--- src/rtl/dgte_pkg.sv ---
package dgte_pkg;

    // defaults for the top-level parameters
    localparam int MAX_WIDTH_DEF  = 1024;
    localparam int DEPTH_BITS_DEF = 11;

    // fixed field widths
    localparam int CFG_BITS     = 11;
    localparam int ROW_BITS     = 10;
    localparam int HEIGHT_LIMIT = 1024;
    localparam int VERTEX_BITS  = 20;
    localparam int TRI_NUM_BITS = 21;
    localparam int M_DATA_BITS  = ((3 * VERTEX_BITS + TRI_NUM_BITS + 7) / 8) * 8;

    // queue between classifier and emitter
    localparam int QUEUE_DEPTH = 4;

    // apb port
    localparam int APB_ADDR_BITS = 4;
    localparam int APB_DATA_BITS = 32;

    // register indexes
    localparam logic [1:0] REG_FRAME_WIDTH  = 2'd0;
    localparam logic [1:0] REG_FRAME_HEIGHT = 2'd1;
    localparam logic [1:0] REG_DEPTH_RANGE  = 2'd2;
    localparam logic [1:0] REG_VALID_LIMIT  = 2'd3;

    // reset values of the registers
    localparam logic [CFG_BITS-1:0] RST_FRAME_WIDTH  = 11'd640;
    localparam logic [CFG_BITS-1:0] RST_FRAME_HEIGHT = 11'd480;
    localparam logic [CFG_BITS-1:0] RST_DEPTH_RANGE  = 11'd5;
    localparam logic [CFG_BITS-1:0] RST_VALID_LIMIT  = 11'd2046;

    // quad corners
    localparam logic [1:0] CORNER_UL  = 2'd0;
    localparam logic [1:0] CORNER_UP  = 2'd1;
    localparam logic [1:0] CORNER_LT  = 2'd2;
    localparam logic [1:0] CORNER_CUR = 2'd3;

    // triangle kinds, named by corner order
    typedef logic [2:0] tri_kind_t;
    localparam tri_kind_t TRI_012 = 3'd0;
    localparam tri_kind_t TRI_013 = 3'd1;
    localparam tri_kind_t TRI_023 = 3'd2;
    localparam tri_kind_t TRI_123 = 3'd3;
    localparam tri_kind_t TRI_213 = 3'd4;

    // quad case codes (valid bits current, left, upper, upper-left)
    localparam logic [3:0] CASE_NO_CUR = 4'h7;
    localparam logic [3:0] CASE_NO_LT  = 4'hB;
    localparam logic [3:0] CASE_NO_UP  = 4'hD;
    localparam logic [3:0] CASE_NO_UL  = 4'hE;
    localparam logic [3:0] CASE_FULL   = 4'hF;

    // live thresholds from the register file
    typedef struct packed {
        logic [CFG_BITS-1:0] height;
        logic [CFG_BITS-1:0] depth_range;
        logic [CFG_BITS-1:0] valid_limit;
    } thresh_t;

    // one pixel's worth of triangles
    typedef struct packed {
        logic [VERTEX_BITS-1:0]  base;
        tri_kind_t               kind_first;
        tri_kind_t               kind_second;
        logic                    two;
        logic [TRI_NUM_BITS-1:0] num;
    } tri_entry_t;

    // corner codes of a triangle kind, vertex a in the low bits
    function automatic logic [5:0] tri_corners(input tri_kind_t kind);
        logic [5:0] c;
        unique case (kind)
            TRI_012: c = {CORNER_LT,  CORNER_UP,  CORNER_UL};
            TRI_013: c = {CORNER_CUR, CORNER_UP,  CORNER_UL};
            TRI_023: c = {CORNER_CUR, CORNER_LT,  CORNER_UL};
            TRI_123: c = {CORNER_CUR, CORNER_LT,  CORNER_UP};
            TRI_213: c = {CORNER_CUR, CORNER_UP,  CORNER_LT};
            default: c = {CORNER_UL,  CORNER_UL,  CORNER_UL};
        endcase
        return c;
    endfunction

    // index offset of a corner from the upper-left index
    function automatic logic [VERTEX_BITS-1:0] corner_offset(input logic [1:0] corner,
                                                             input logic [VERTEX_BITS-1:0] w);
        logic [VERTEX_BITS-1:0] off;
        unique case (corner)
            CORNER_UL:  off = '0;
            CORNER_UP:  off = VERTEX_BITS'(1);
            CORNER_LT:  off = w;
            CORNER_CUR: off = w + VERTEX_BITS'(1);
            default:    off = '0;
        endcase
        return off;
    endfunction

endpackage

--- src/rtl/dgte_back.sv ---
module dgte_back #(
    parameter int MAX_WIDTH = dgte_pkg::MAX_WIDTH_DEF
) (
    input  logic                              aclk,
    input  logic                              aresetn,
    input  logic [$clog2(MAX_WIDTH+1)-1:0]    eff_width,
    input  logic                              head_valid,
    input  dgte_pkg::tri_entry_t              head_entry,
    output logic                              pop,
    output logic                              out_valid,
    input  logic                              out_ready,
    output logic [dgte_pkg::M_DATA_BITS-1:0]  out_data,
    output logic                              out_last
);

    import dgte_pkg::*;

    logic                          phase_reg, phase_next;
    logic                          valid_reg, valid_next;
    logic [M_DATA_BITS-1:0]        data_reg;
    logic                          last_reg;

    logic                          load;
    logic                          take;
    tri_kind_t                     kind_sel;
    logic [5:0]                    corners;
    logic [VERTEX_BITS-1:0]        w20;
    logic [VERTEX_BITS-1:0]        vtx_a, vtx_b, vtx_c;
    logic [TRI_NUM_BITS-1:0]       num_sel;
    logic                          last_sel;

    assign load = !valid_reg || out_ready;
    assign take = load && head_valid;
    assign pop  = take && (phase_reg || !head_entry.two);

    // expand the head entry into one triangle
    always_comb begin
        kind_sel = phase_reg ? head_entry.kind_second : head_entry.kind_first;
        corners  = tri_corners(kind_sel);
        w20      = VERTEX_BITS'(eff_width);
        vtx_a    = head_entry.base + corner_offset(corners[1:0], w20);
        vtx_b    = head_entry.base + corner_offset(corners[3:2], w20);
        vtx_c    = head_entry.base + corner_offset(corners[5:4], w20);
        num_sel  = phase_reg ? head_entry.num + 1'b1 : head_entry.num;
        last_sel = phase_reg || !head_entry.two;

        phase_next = take ? (!phase_reg && head_entry.two) : phase_reg;
        valid_next = load ? head_valid : valid_reg;
    end

    always_ff @(posedge aclk) begin
        if (!aresetn) begin
            phase_reg <= 1'b0;
            valid_reg <= 1'b0;
        end else begin
            phase_reg <= phase_next;
            valid_reg <= valid_next;
        end
    end

    // output register
    always_ff @(posedge aclk) begin
        if (take) begin
            data_reg <= M_DATA_BITS'({num_sel, vtx_c, vtx_b, vtx_a});
            last_reg <= last_sel;
        end
    end

    assign out_valid = valid_reg;
    assign out_data  = data_reg;
    assign out_last  = last_reg;

endmodule

--- config.mk ---
export PLATFORM = sky130hd
export DESIGN_NAME = dgte_back
export DESIGN_NICKNAME = d
export VERILOG_FILES = /design/src/rtl/dgte_pkg.sv /design/src/rtl/dgte_back.sv
export SDC_FILE = /design/constraint.sdc
export NUM_CORES = 1
export LEC_CHECK = 0
export BUFFER_PORTS_ARGS = -buffer_cell sky130_fd_sc_hd__clkbuf_2
export CORE_MARGIN = 2
export CORE_UTILIZATION = 53
export DETAILED_ROUTE_END_ITERATION = 8
export PLACE_DENSITY = 0.92
export SYNTH_ARGS = -nofsm -noshare
export SYNTH_HDL_FRONTEND = slang
export SYNTH_SLANG_ARGS = --single-unit
export TNS_END_PERCENT = 1
--- constraint.sdc ---
create_clock -name aclk -period 4.5 [get_ports aclk]
set_clock_uncertainty 0.2 [all_clocks]
set_input_delay 0.9 -clock aclk [delete_from_list [all_inputs] [get_ports aclk]]
set_output_delay 0.9 -clock aclk [all_outputs]
set_load 0.005 [all_outputs]
==> out/qor.txt <==
outcome = complete, no violations
met2 usage = 41.2%
vias per cell = 5.56
period utilisation layout = 90.4%
xor/xnor share of the synthesized area = 11.4%
CTS clk-pin slew, worst paths = 80 ps
IO Pins = 154
Crit. End Element = flop
register bit count reported by yosys = 84
vias in the first global route = 4,312
Final ANT Viol Nets = 0
TNS Setup = 0 ps
drt pass-1 iters = 5
cell area after layout = 6600 µm²
post-synthesis cell type count = 61
Pleak = 0.00288 µW
Post-Syn Area = 5560 µm²
GRT busiest layer = met2
worst vdd ir = 179 µV
Core Box Area = 10,200 µm²
total gr overflow = 0
Max clock buf depth = 2
Placed Area = 6430 µm²
fmax = 246 MHz
post-synthesis compound-gate area fraction = 13.6%
fraction of registers with async set/reset = 0%
Slew Viols, Final = 0
Area Growth Syn to Fin = 18.9%
Gate Count Post-Synth = 524
number of synthesized flops with an enable pin = 82
number of buffers inserted by port buffering = 146
die height = 106 µm
worst slew pin tran = 591 ps
RSZ-0062 raised after global routing = no
CTS tree = yes
# rows = 37
largest net degree at the start of global routing = 61
drt first-iter violations = 246
Clock H-tree levels = 3
multiplexer area fraction after synthesis = 1.15%
initial core utilization = 54.3%
Worst-Skew Late Latency = 360 ps
post-synthesis simple-gate area fraction = 15.8%
Post-synth top flop = edfxtp_1
hold buffers post-CTS = 0
CTS Buf Count = 9
Largest register FFs = 81
average size of a mapped cell = 10.6 µm²
post-CTS setup buffer count = 0
CTS sink cnt = 84
Max-Cap Viols = 0
Final nets = 783
relative slew slack = 60.1%
fill cell count = 833
Total Routing Usage GR = 23.5%
M3 GR Usage = 3.49%
Routed WL per cell = 16.0 µm
WS Path Type = in -> reg
GPL Wtd Cong = 0.908
Hold Crit Class = reg -> reg
placed cells = 804
Post-Synth Adder-Cell Area = 9.64%
initial antenna violation count = 0
Final Hold Fails = 0
share of cells above drive strength 1 = 26.6%
global-route wire length before repair = 20.7 mm
DIE WIDTH = 106 µm
Final Non-Filler Cells = 817
critical path data arrival time = 3960 ps
Seq/Total Area, Yosys = 45.0%
largest family of logic cells by synthesized area = simple AND/OR/NAND/NOR gates
clk root buf = clkbuf_8
met1 usage = 29.4%
CP Launch Type = input pin
HPWL Detailed = 10.4 mm
CP required = 4400 ps
Pwr Density = 294 nW/µm²
number of gates resized after cts = 0
Warnings, synthesis = 0
die area = 11,300 µm²
Vias = 4,546
diodes inserted = 0
Total Wirelength = 13.1 mm
fin crit period = 4070 ps
# DRC = 0
CP max FO = 8
Setup Viol. Count Final = 0
logic make-up (layout without fill, tap and decap cells):
group / Yosys count / in the layout
other: 1 / 9
muxes: 6 / 6
buffers and inverters: 37 / 186
AOI/OAI and AO/OA: 113 / 113
xor gates and xnor gates: 72 / 72
DFF: 84 / 84
and+or+nand+nor: 170 / 170
adders and majority gates: 41 / 41
area by class of cell:
| type | count | area (µm²) | area share [%] |
|---|---|---|---|
| Timing Repair Buffer | 151 | 781 | 11.8 |
| Clock inverter | 2 | 38.8 | 0.587 |
| Inverter | 22 | 82.6 | 1.25 |
| Tap cell | 136 | 170 | 2.58 |
| Sequential cell | 84 | 2500 | 37.9 |
| Multi-Input combinational cell | 411 | 2900 | 43.9 |
| Clock buffer | 11 | 131 | 1.99 |
cell usage after synthesis (all sizes together), types with 5 or more instances:
master   n  area (µm²)
a211o    5        45.0
a21o    11        83.8
a21oi   39         195
and2    15        93.8
and3     6        37.5
buf     12        92.6
edfxtp  82        2460
ha      38         475
inv     22        82.6
nand2   35         131
nand2b  10        62.6
nand3   18        90.1
nand4    7        43.8
nor2    41         156
nor2b    6        37.5
nor3    12        70.1
o211ai   5        42.5
o21ai   23         115
o31ai    6        50.1
or3      6        42.5
xnor2   54         473
xor2    18         158
final timing paths:
kind | slack [ps] | from | endpoint | cells after the start
max | 430 | head_entry[26] | out_data[17]$_DFFE_PP_ | 12
min | 470 | out_valid$_SDFFE_PN0N_ | out_valid$_SDFFE_PN0N_ | 2
max reg2reg | 460 | phase_reg$_SDFFE_PN0P_ | out_data[17]$_DFFE_PP_ | 12
min reg2reg | 470 | out_valid$_SDFFE_PN0N_ | out_valid$_SDFFE_PN0N_ | 2
power by group:
part / total (µW) / internal (µW) / switching (µW) / leakage (µW)
registers: 974 / 952 / 21.8 / 0.000809
clock network: 501 / 249 / 252 / 0.0000853
logic: 468 / 202 / 267 / 0.00198
total: 1940 / 1400 / 541 / 0.00288
critical path: stages:
cell	delay [ps]
clkbuf_2	90
nor3_1	400
nor2_1	180
nor2_1	360
and2_1	200
ha_1	320
a21oi_1	170
o21ai_0	140
o41ai_1	520
a31oi_2	240
o21ai_0	310
xnor2_1	120
metal layers:
metal,up-vias,part of all wire (%)
met5,-,0
met4,0,1.9
met3,17,6.8
met2,168,50
met1,2150,42
li1,2211,-
through the flow:
step / total power (µW) / utilization (%) / worst slack [ps] / hold WS, ps
6_report: 1940 / 64.5 / 434 / 466
5_1_grt: 2050 / 64.5 / 158 / 494
4_1_cts: 1950 / 64.5 / 475 / 465
3_5_place_dp: 1450 / 62.9 / 161 / 449
3_3_place_gp: 1440 / 62.9 / 287 / 384
2_1_floorplan: 1280 / - / 594 / 394
placed cells by master, fill, tap and decap left out, types with 6 or more instances in the layout:
cell type	count
a21o_1	10
a21oi_1	39
and2_1	15
and3_1	6
clkbuf_2	146
clkbuf_8	9
conb_1	9
edfxtp_1	82
ha_1	38
inv_1	21
nand2_1	35
nand2b_1	10
nand3_1	18
nand4_1	7
nor2_1	40
nor2b_1	6
nor3_1	10
o21ai_0	23
xnor2_1	54
xor2_1	18
(Power assumes the default switching activity.)
