===== config.mk =====
export PLATFORM = sky130hd
export DESIGN_NAME = dgte_queue
export DESIGN_NICKNAME = d
export VERILOG_FILES = /design/src/rtl/dgte_pkg.sv /design/src/rtl/dgte_queue.sv
export SDC_FILE = /design/constraint.sdc
export NUM_CORES = 1
export LEC_CHECK = 0
export BUFFER_PORTS_ARGS = -buffer_cell sky130_fd_sc_hd__buf_2
export CAP_MARGIN = 0
export CORE_AREA = 2 2 175 177
export DETAILED_ROUTE_END_ITERATION = 16
export DIE_AREA = 0 0 177 179
export PLACE_DENSITY = 0.44
export SYNTH_ARGS = -nofsm -noshare
export SYNTH_HDL_FRONTEND = slang
export SYNTH_SLANG_ARGS = --single-unit
export TNS_END_PERCENT = 30

===== constraint.sdc =====
create_clock -name aclk -period 1.9 [get_ports aclk]
set_input_delay 0.38 -clock aclk [delete_from_list [all_inputs] [get_ports aclk]]
set_output_delay 0.38 -clock aclk [all_outputs]
set_load 0.01 [all_outputs]

===== src/rtl/dgte_pkg.sv =====
package dgte_pkg;

    // defaults for the top-level parameters
    localparam int MAX_WIDTH_DEF  = 1024;
    localparam int DEPTH_BITS_DEF = 11;

    // fixed field widths
    localparam int CFG_BITS     = 11;
    localparam int ROW_BITS     = 10;
    localparam int HEIGHT_LIMIT = 1024;
    localparam int VERTEX_BITS  = 20;
    localparam int TRI_NUM_BITS = 21;
    localparam int M_DATA_BITS  = ((3 * VERTEX_BITS + TRI_NUM_BITS + 7) / 8) * 8;

    // queue between classifier and emitter
    localparam int QUEUE_DEPTH = 4;

    // apb port
    localparam int APB_ADDR_BITS = 4;
    localparam int APB_DATA_BITS = 32;

    // register indexes
    localparam logic [1:0] REG_FRAME_WIDTH  = 2'd0;
    localparam logic [1:0] REG_FRAME_HEIGHT = 2'd1;
    localparam logic [1:0] REG_DEPTH_RANGE  = 2'd2;
    localparam logic [1:0] REG_VALID_LIMIT  = 2'd3;

    // reset values of the registers
    localparam logic [CFG_BITS-1:0] RST_FRAME_WIDTH  = 11'd640;
    localparam logic [CFG_BITS-1:0] RST_FRAME_HEIGHT = 11'd480;
    localparam logic [CFG_BITS-1:0] RST_DEPTH_RANGE  = 11'd5;
    localparam logic [CFG_BITS-1:0] RST_VALID_LIMIT  = 11'd2046;

    // quad corners
    localparam logic [1:0] CORNER_UL  = 2'd0;
    localparam logic [1:0] CORNER_UP  = 2'd1;
    localparam logic [1:0] CORNER_LT  = 2'd2;
    localparam logic [1:0] CORNER_CUR = 2'd3;

    // triangle kinds, named by corner order
    typedef logic [2:0] tri_kind_t;
    localparam tri_kind_t TRI_012 = 3'd0;
    localparam tri_kind_t TRI_013 = 3'd1;
    localparam tri_kind_t TRI_023 = 3'd2;
    localparam tri_kind_t TRI_123 = 3'd3;
    localparam tri_kind_t TRI_213 = 3'd4;

    // quad case codes (valid bits current, left, upper, upper-left)
    localparam logic [3:0] CASE_NO_CUR = 4'h7;
    localparam logic [3:0] CASE_NO_LT  = 4'hB;
    localparam logic [3:0] CASE_NO_UP  = 4'hD;
    localparam logic [3:0] CASE_NO_UL  = 4'hE;
    localparam logic [3:0] CASE_FULL   = 4'hF;

    // live thresholds from the register file
    typedef struct packed {
        logic [CFG_BITS-1:0] height;
        logic [CFG_BITS-1:0] depth_range;
        logic [CFG_BITS-1:0] valid_limit;
    } thresh_t;

    // one pixel's worth of triangles
    typedef struct packed {
        logic [VERTEX_BITS-1:0]  base;
        tri_kind_t               kind_first;
        tri_kind_t               kind_second;
        logic                    two;
        logic [TRI_NUM_BITS-1:0] num;
    } tri_entry_t;

    // corner codes of a triangle kind, vertex a in the low bits
    function automatic logic [5:0] tri_corners(input tri_kind_t kind);
        logic [5:0] c;
        unique case (kind)
            TRI_012: c = {CORNER_LT,  CORNER_UP,  CORNER_UL};
            TRI_013: c = {CORNER_CUR, CORNER_UP,  CORNER_UL};
            TRI_023: c = {CORNER_CUR, CORNER_LT,  CORNER_UL};
            TRI_123: c = {CORNER_CUR, CORNER_LT,  CORNER_UP};
            TRI_213: c = {CORNER_CUR, CORNER_UP,  CORNER_LT};
            default: c = {CORNER_UL,  CORNER_UL,  CORNER_UL};
        endcase
        return c;
    endfunction

    // index offset of a corner from the upper-left index
    function automatic logic [VERTEX_BITS-1:0] corner_offset(input logic [1:0] corner,
                                                             input logic [VERTEX_BITS-1:0] w);
        logic [VERTEX_BITS-1:0] off;
        unique case (corner)
            CORNER_UL:  off = '0;
            CORNER_UP:  off = VERTEX_BITS'(1);
            CORNER_LT:  off = w;
            CORNER_CUR: off = w + VERTEX_BITS'(1);
            default:    off = '0;
        endcase
        return off;
    endfunction

endpackage


===== src/rtl/dgte_queue.sv =====
module dgte_queue (
    input  logic                 aclk,
    input  logic                 aresetn,
    input  logic                 push,
    input  dgte_pkg::tri_entry_t push_entry,
    output logic                 full,
    input  logic                 pop,
    output logic                 head_valid,
    output dgte_pkg::tri_entry_t head_entry
);

    import dgte_pkg::*;

    localparam int PTR_BITS = $clog2(QUEUE_DEPTH);
    localparam int CNT_BITS = $clog2(QUEUE_DEPTH + 1);

    tri_entry_t          slot_reg [QUEUE_DEPTH];
    logic [PTR_BITS-1:0] head_reg, head_next;
    logic [PTR_BITS-1:0] tail_reg, tail_next;
    logic [CNT_BITS-1:0] count_reg, count_next;

    assign full       = (count_reg == CNT_BITS'(QUEUE_DEPTH));
    assign head_valid = (count_reg != '0);
    assign head_entry = slot_reg[head_reg];

    // pointer wrap and fill count
    always_comb begin
        head_next  = head_reg;
        tail_next  = tail_reg;
        count_next = count_reg;
        if (push) begin
            tail_next = (tail_reg == PTR_BITS'(QUEUE_DEPTH - 1)) ? '0 : tail_reg + 1'b1;
        end
        if (pop) begin
            head_next = (head_reg == PTR_BITS'(QUEUE_DEPTH - 1)) ? '0 : head_reg + 1'b1;
        end
        if (push && !pop) begin
            count_next = count_reg + 1'b1;
        end else if (pop && !push) begin
            count_next = count_reg - 1'b1;
        end
    end

    always_ff @(posedge aclk) begin
        if (!aresetn) begin
            head_reg  <= '0;
            tail_reg  <= '0;
            count_reg <= '0;
        end else begin
            head_reg  <= head_next;
            tail_reg  <= tail_next;
            count_reg <= count_next;
        end
    end

    // entry storage
    always_ff @(posedge aclk) begin
        if (push) begin
            slot_reg[tail_reg] <= push_entry;
        end
    end

endmodule


==> metrics list <==
- The initial utilization of the core area, before any placement, comes to 24.6%.
* Number of buffers added to fix hold violations after cts: 0
- The number of global-route vias before repair is 3776.
- Along the worst hold path, the cell count comes to 1.
- The run finished, with violations left.
- Tightest Pin Transition: about 0.37 ns
- Entering global routing, the biggest net connects 49 pins.
* Overflow left after global routing: 0
- After filler insertion, the fill cell instance count of the layout stands at slightly below 3000.
- Sort of element at the start of the critical path: register
* Reg2Reg Launch Point: count_reg[0]
* LEAKAGE: roughly 0.0032 uW
- Post-synth cell types: 22
* Overall global routing resource usage: roughly 9.7%
- From left edge to right edge, the die measures ~180 um.
* Average footprint of a synthesized cell: roughly 25 um^2
* Synth async-reset ratio: 0%
- Sequential element share of the synthesized area: about four fifths
* Worst-case register-to-register setup slack: 0.39 ns
- Hold is met by 0.0994 ns.
- Post-Place Cell Area: ~8500 um^2
- The number of max-slew violations in the final report was 0.
* Dominant cell by count in the synthesized netlist: sky130_fd_sc_hd__edfxtp_1
* Power Density: between 1000 and 1500 nW/um^2
* Longest Clk Path Bufs: 3
- Via count: 3411
- Endpoints failing hold: 0
- Area fraction of the dominant cell type after synthesis: just under 80%
- Number of synthesized register bits: ~200
- Setup CP Type: reg -> out
* Global placement routability congestion: 0.660
- Die extent in y: 179 um
- Core Rows: 64
- The register with the most flip-flops in the layout has 192 of them.
- Number of buffers added by the clock tree synthesis step: 23
- Compared with the post-synthesis result, the final layout area differs by 29.1%.
- In this run the number of H-tree levels came out at 1.
* Per-cell via count in the routed design: a little over 4
* Min-Delay Endpoint: slot_reg[1][11]
- The first detailed-routing pass took 4 iterations.
* Combined area of all synthesized cells: approximately 7400 um^2
- Counting I/O delays and the setup requirement, the final critical path takes around 2.2 ns.
- Synthesis produced around 300 cells.
- Maximum clock frequency: 447 MHz
- Clock tree synthesis selected as its root buffer the cell sky130_fd_sc_hd__clkbuf_16.
* Iteration-0 DRC count of the detailed router: between 100 and 150
* Setup repair after global routing missed its margin: yes
- TritonCTS Sinks: roughly 200
- Endpoint of the worst register-to-register path: count_reg[2]
- Global-route wire length before repair: 22.5 mm
* Share of the clock period used by the worst path: 118%
- The count of nets left with antenna violations once routing finished came out at 0.
- Antenna violations before repair: 4
- For the worst flop-to-flop path, the logic depth is 4.
- Remaining DRCs: 0
* Non-filler instance count after layout: between 800 and 900
- Instance count after placement with tap cells included: about 790
- The final reports fail on setup timing.
- In this run the worst path has a maximum fanout of 7.
- Average wire length per cell after detail routing: 18.1 um
* EDFF count, synth: ~190
- After clock tree synthesis, the clock-pin slew on the worst setup and hold paths is 0.06 ns.
- The most used flip-flop cell after synthesis is sky130_fd_sc_hd__edfxtp_1.
* Share of layout cells above drive strength 1: 45.4%
- In this run the count of I/O pins placed on the die edge is 102.
- Setup WS post-layout: -0.335 ns
* Post-route clock skew: around 0.0078 ns
- Accumulated negative setup slack: -14.12 ns
* Worst min-delay path startpoint: push_entry[11]
- Core Region: roughly 30000 um^2
- By area the synthesized netlist is led by sky130_fd_sc_hd__edfxtp_1 (78%), sky130_fd_sc_hd__mux4_2 (15%), sky130_fd_sc_hd__dfxtp_1 (2.4%).
- In the synthesized netlist, the cells that appear most often are sky130_fd_sc_hd__edfxtp_1 (192), sky130_fd_sc_hd__mux4_2 (48), sky130_fd_sc_hd__dfxtp_1 (9), sky130_fd_sc_hd__ha_1 (6), sky130_fd_sc_hd__and2_1 (5).
* Setup violation total in the final timing report: 48
* Final HPWL DP: around 8.2 mm
* Area of the die: between 30000 and 40000 um^2
- The worst hold path belongs to the class in -> reg.
- The worst pin sits at a relative slew slack of approximately 75%.
- The synthesized design spends more area on one cell type than any other, namely sky130_fd_sc_hd__edfxtp_1.
- The Yosys step of the flow raised 0 warnings.
* Buffers added on ports: 101
* Post-synthesis net count: 353
- Final net count: just under 500
* Cell area after layout: about 9500 um^2
- STA puts the critical path data required time at approximately 1.5 ns.
- TritonCTS built the clock tree.
* Count of maximum capacitance violations: 0
* Arrival time reported for the critical path endpoint: roughly 1.9 ns
* Critical Path End Type: output port
* Worst skew pair latency: 0.49 ns
- Worst IR drop on VDD: 0.515 mV
* Detailed-route wire length: roughly 15 mm
- Final Total Pwr: 10300 uW
==> worst max path at each step <==
stage | from | to | slack, ns | depth (start not counted)
after floorplan | tail_reg[0] | slot_reg[3][0] | -0.19 | 2
after CTS | register | head_entry[31] | -0.39 | 4
final | register | head_entry[18] | -0.34 | 4
after global routing | register | head_entry[9] | -0.42 | 4
after detailed placement | pop | count_reg[2] | 0.002 | 8
after global placement | pop | count_reg[2] | 0.06 | 8
==> worst max-delay path, cell delays in order, from the launching register on <==
cell                      delay [ns]
sky130_fd_sc_hd__dfxtp_4        0.36
sky130_fd_sc_hd__buf_4          0.18
sky130_fd_sc_hd__buf_16         0.16
sky130_fd_sc_hd__mux4_2         0.49
sky130_fd_sc_hd__buf_2          0.15
==> metrics by stage <==
| step | util, % | worst slack, ns |
|---|---|---|
| 2_1_floorplan | - | -0.188 |
| 3_3_place_gp | 28.2 | 0.0636 |
| 3_5_place_dp | 28.2 | 0.00204 |
| 4_1_cts | 31.6 | -0.387 |
| 5_1_grt | 31.7 | -0.422 |
| 6_report | 31.7 | -0.335 |
==> per-layer routing <==
metal  track usage (%)  part of all wire, %  routed length (um)
met2              16.6                   50                7550
met1              11.7                   41                6250
met5                 0                 0.20                  30
met3              3.29                  7.2                1100
met4              2.58                  1.8                 273
==> where the power goes <==
group          internal, uW  switching [uW]  total (uW)
Combinational           525             477        1000
Sequential             5050            49.7        5100
Clock                  2600            1620        4220
==> kinds of logic (layout without fill, tap and decap cells) <==
family,Yosys count,in the layout,synth area share (%)
flops,201,201,80.6
mux,51,51,15.1
simple gates,15,15,1.29
buf+inv,14,161,1.17
fa+ha+maj,7,7,1.29
compound gates,4,4,0.339
xor+xnor,2,2,0.238
other cells,0,2,0
==> layout make-up <==
type | instances | area, um^2 | area share (%)
clock buffers | 27 | 591 | 6.20
diodes | 2 | 5.00 | 0.0526
well taps | 396 | 495 | 5.21
repair buffers | 117 | 981 | 10.3
flip-flops and latches | 201 | 5950 | 62.5
clock inverters | 13 | 131 | 1.38
multi-input cells | 79 | 1350 | 14.2
inverters | 4 | 15.0 | 0.158
==> cells in the final DEF, fill, tap and decap left out, types with 2 or more instances in the layout <==
cell type and count:
sky130_fd_sc_hd__mux2i_1 3, sky130_fd_sc_hd__clkinv_2 3, sky130_fd_sc_hd__mux4_2 48, sky130_fd_sc_hd__nor2b_1 4
sky130_fd_sc_hd__buf_6 24, sky130_fd_sc_hd__diode_2 2, sky130_fd_sc_hd__clkinv_1 7, sky130_fd_sc_hd__clkbuf_16 23
sky130_fd_sc_hd__and2_2 3, sky130_fd_sc_hd__clkbuf_1 4, sky130_fd_sc_hd__bufinv_16 3, sky130_fd_sc_hd__ha_1 6
sky130_fd_sc_hd__buf_2 77, sky130_fd_sc_hd__or3_1 2, sky130_fd_sc_hd__inv_1 4, sky130_fd_sc_hd__buf_16 4
sky130_fd_sc_hd__nor3b_1 3, sky130_fd_sc_hd__dfxtp_1 7, sky130_fd_sc_hd__edfxtp_1 192, sky130_fd_sc_hd__buf_4 3
sky130_fd_sc_hd__buf_12 8
==> timing repair <==
item / 4_1_cts / 5_1_grt
resized for setup: 25 / 7
cloned: 4 / 0
endpoints found under the setup margin: 48 / 48
setup buffers: 2 / 0
hold endpoints to repair: 0 / 0
Power figures use the tool's default switching activity.
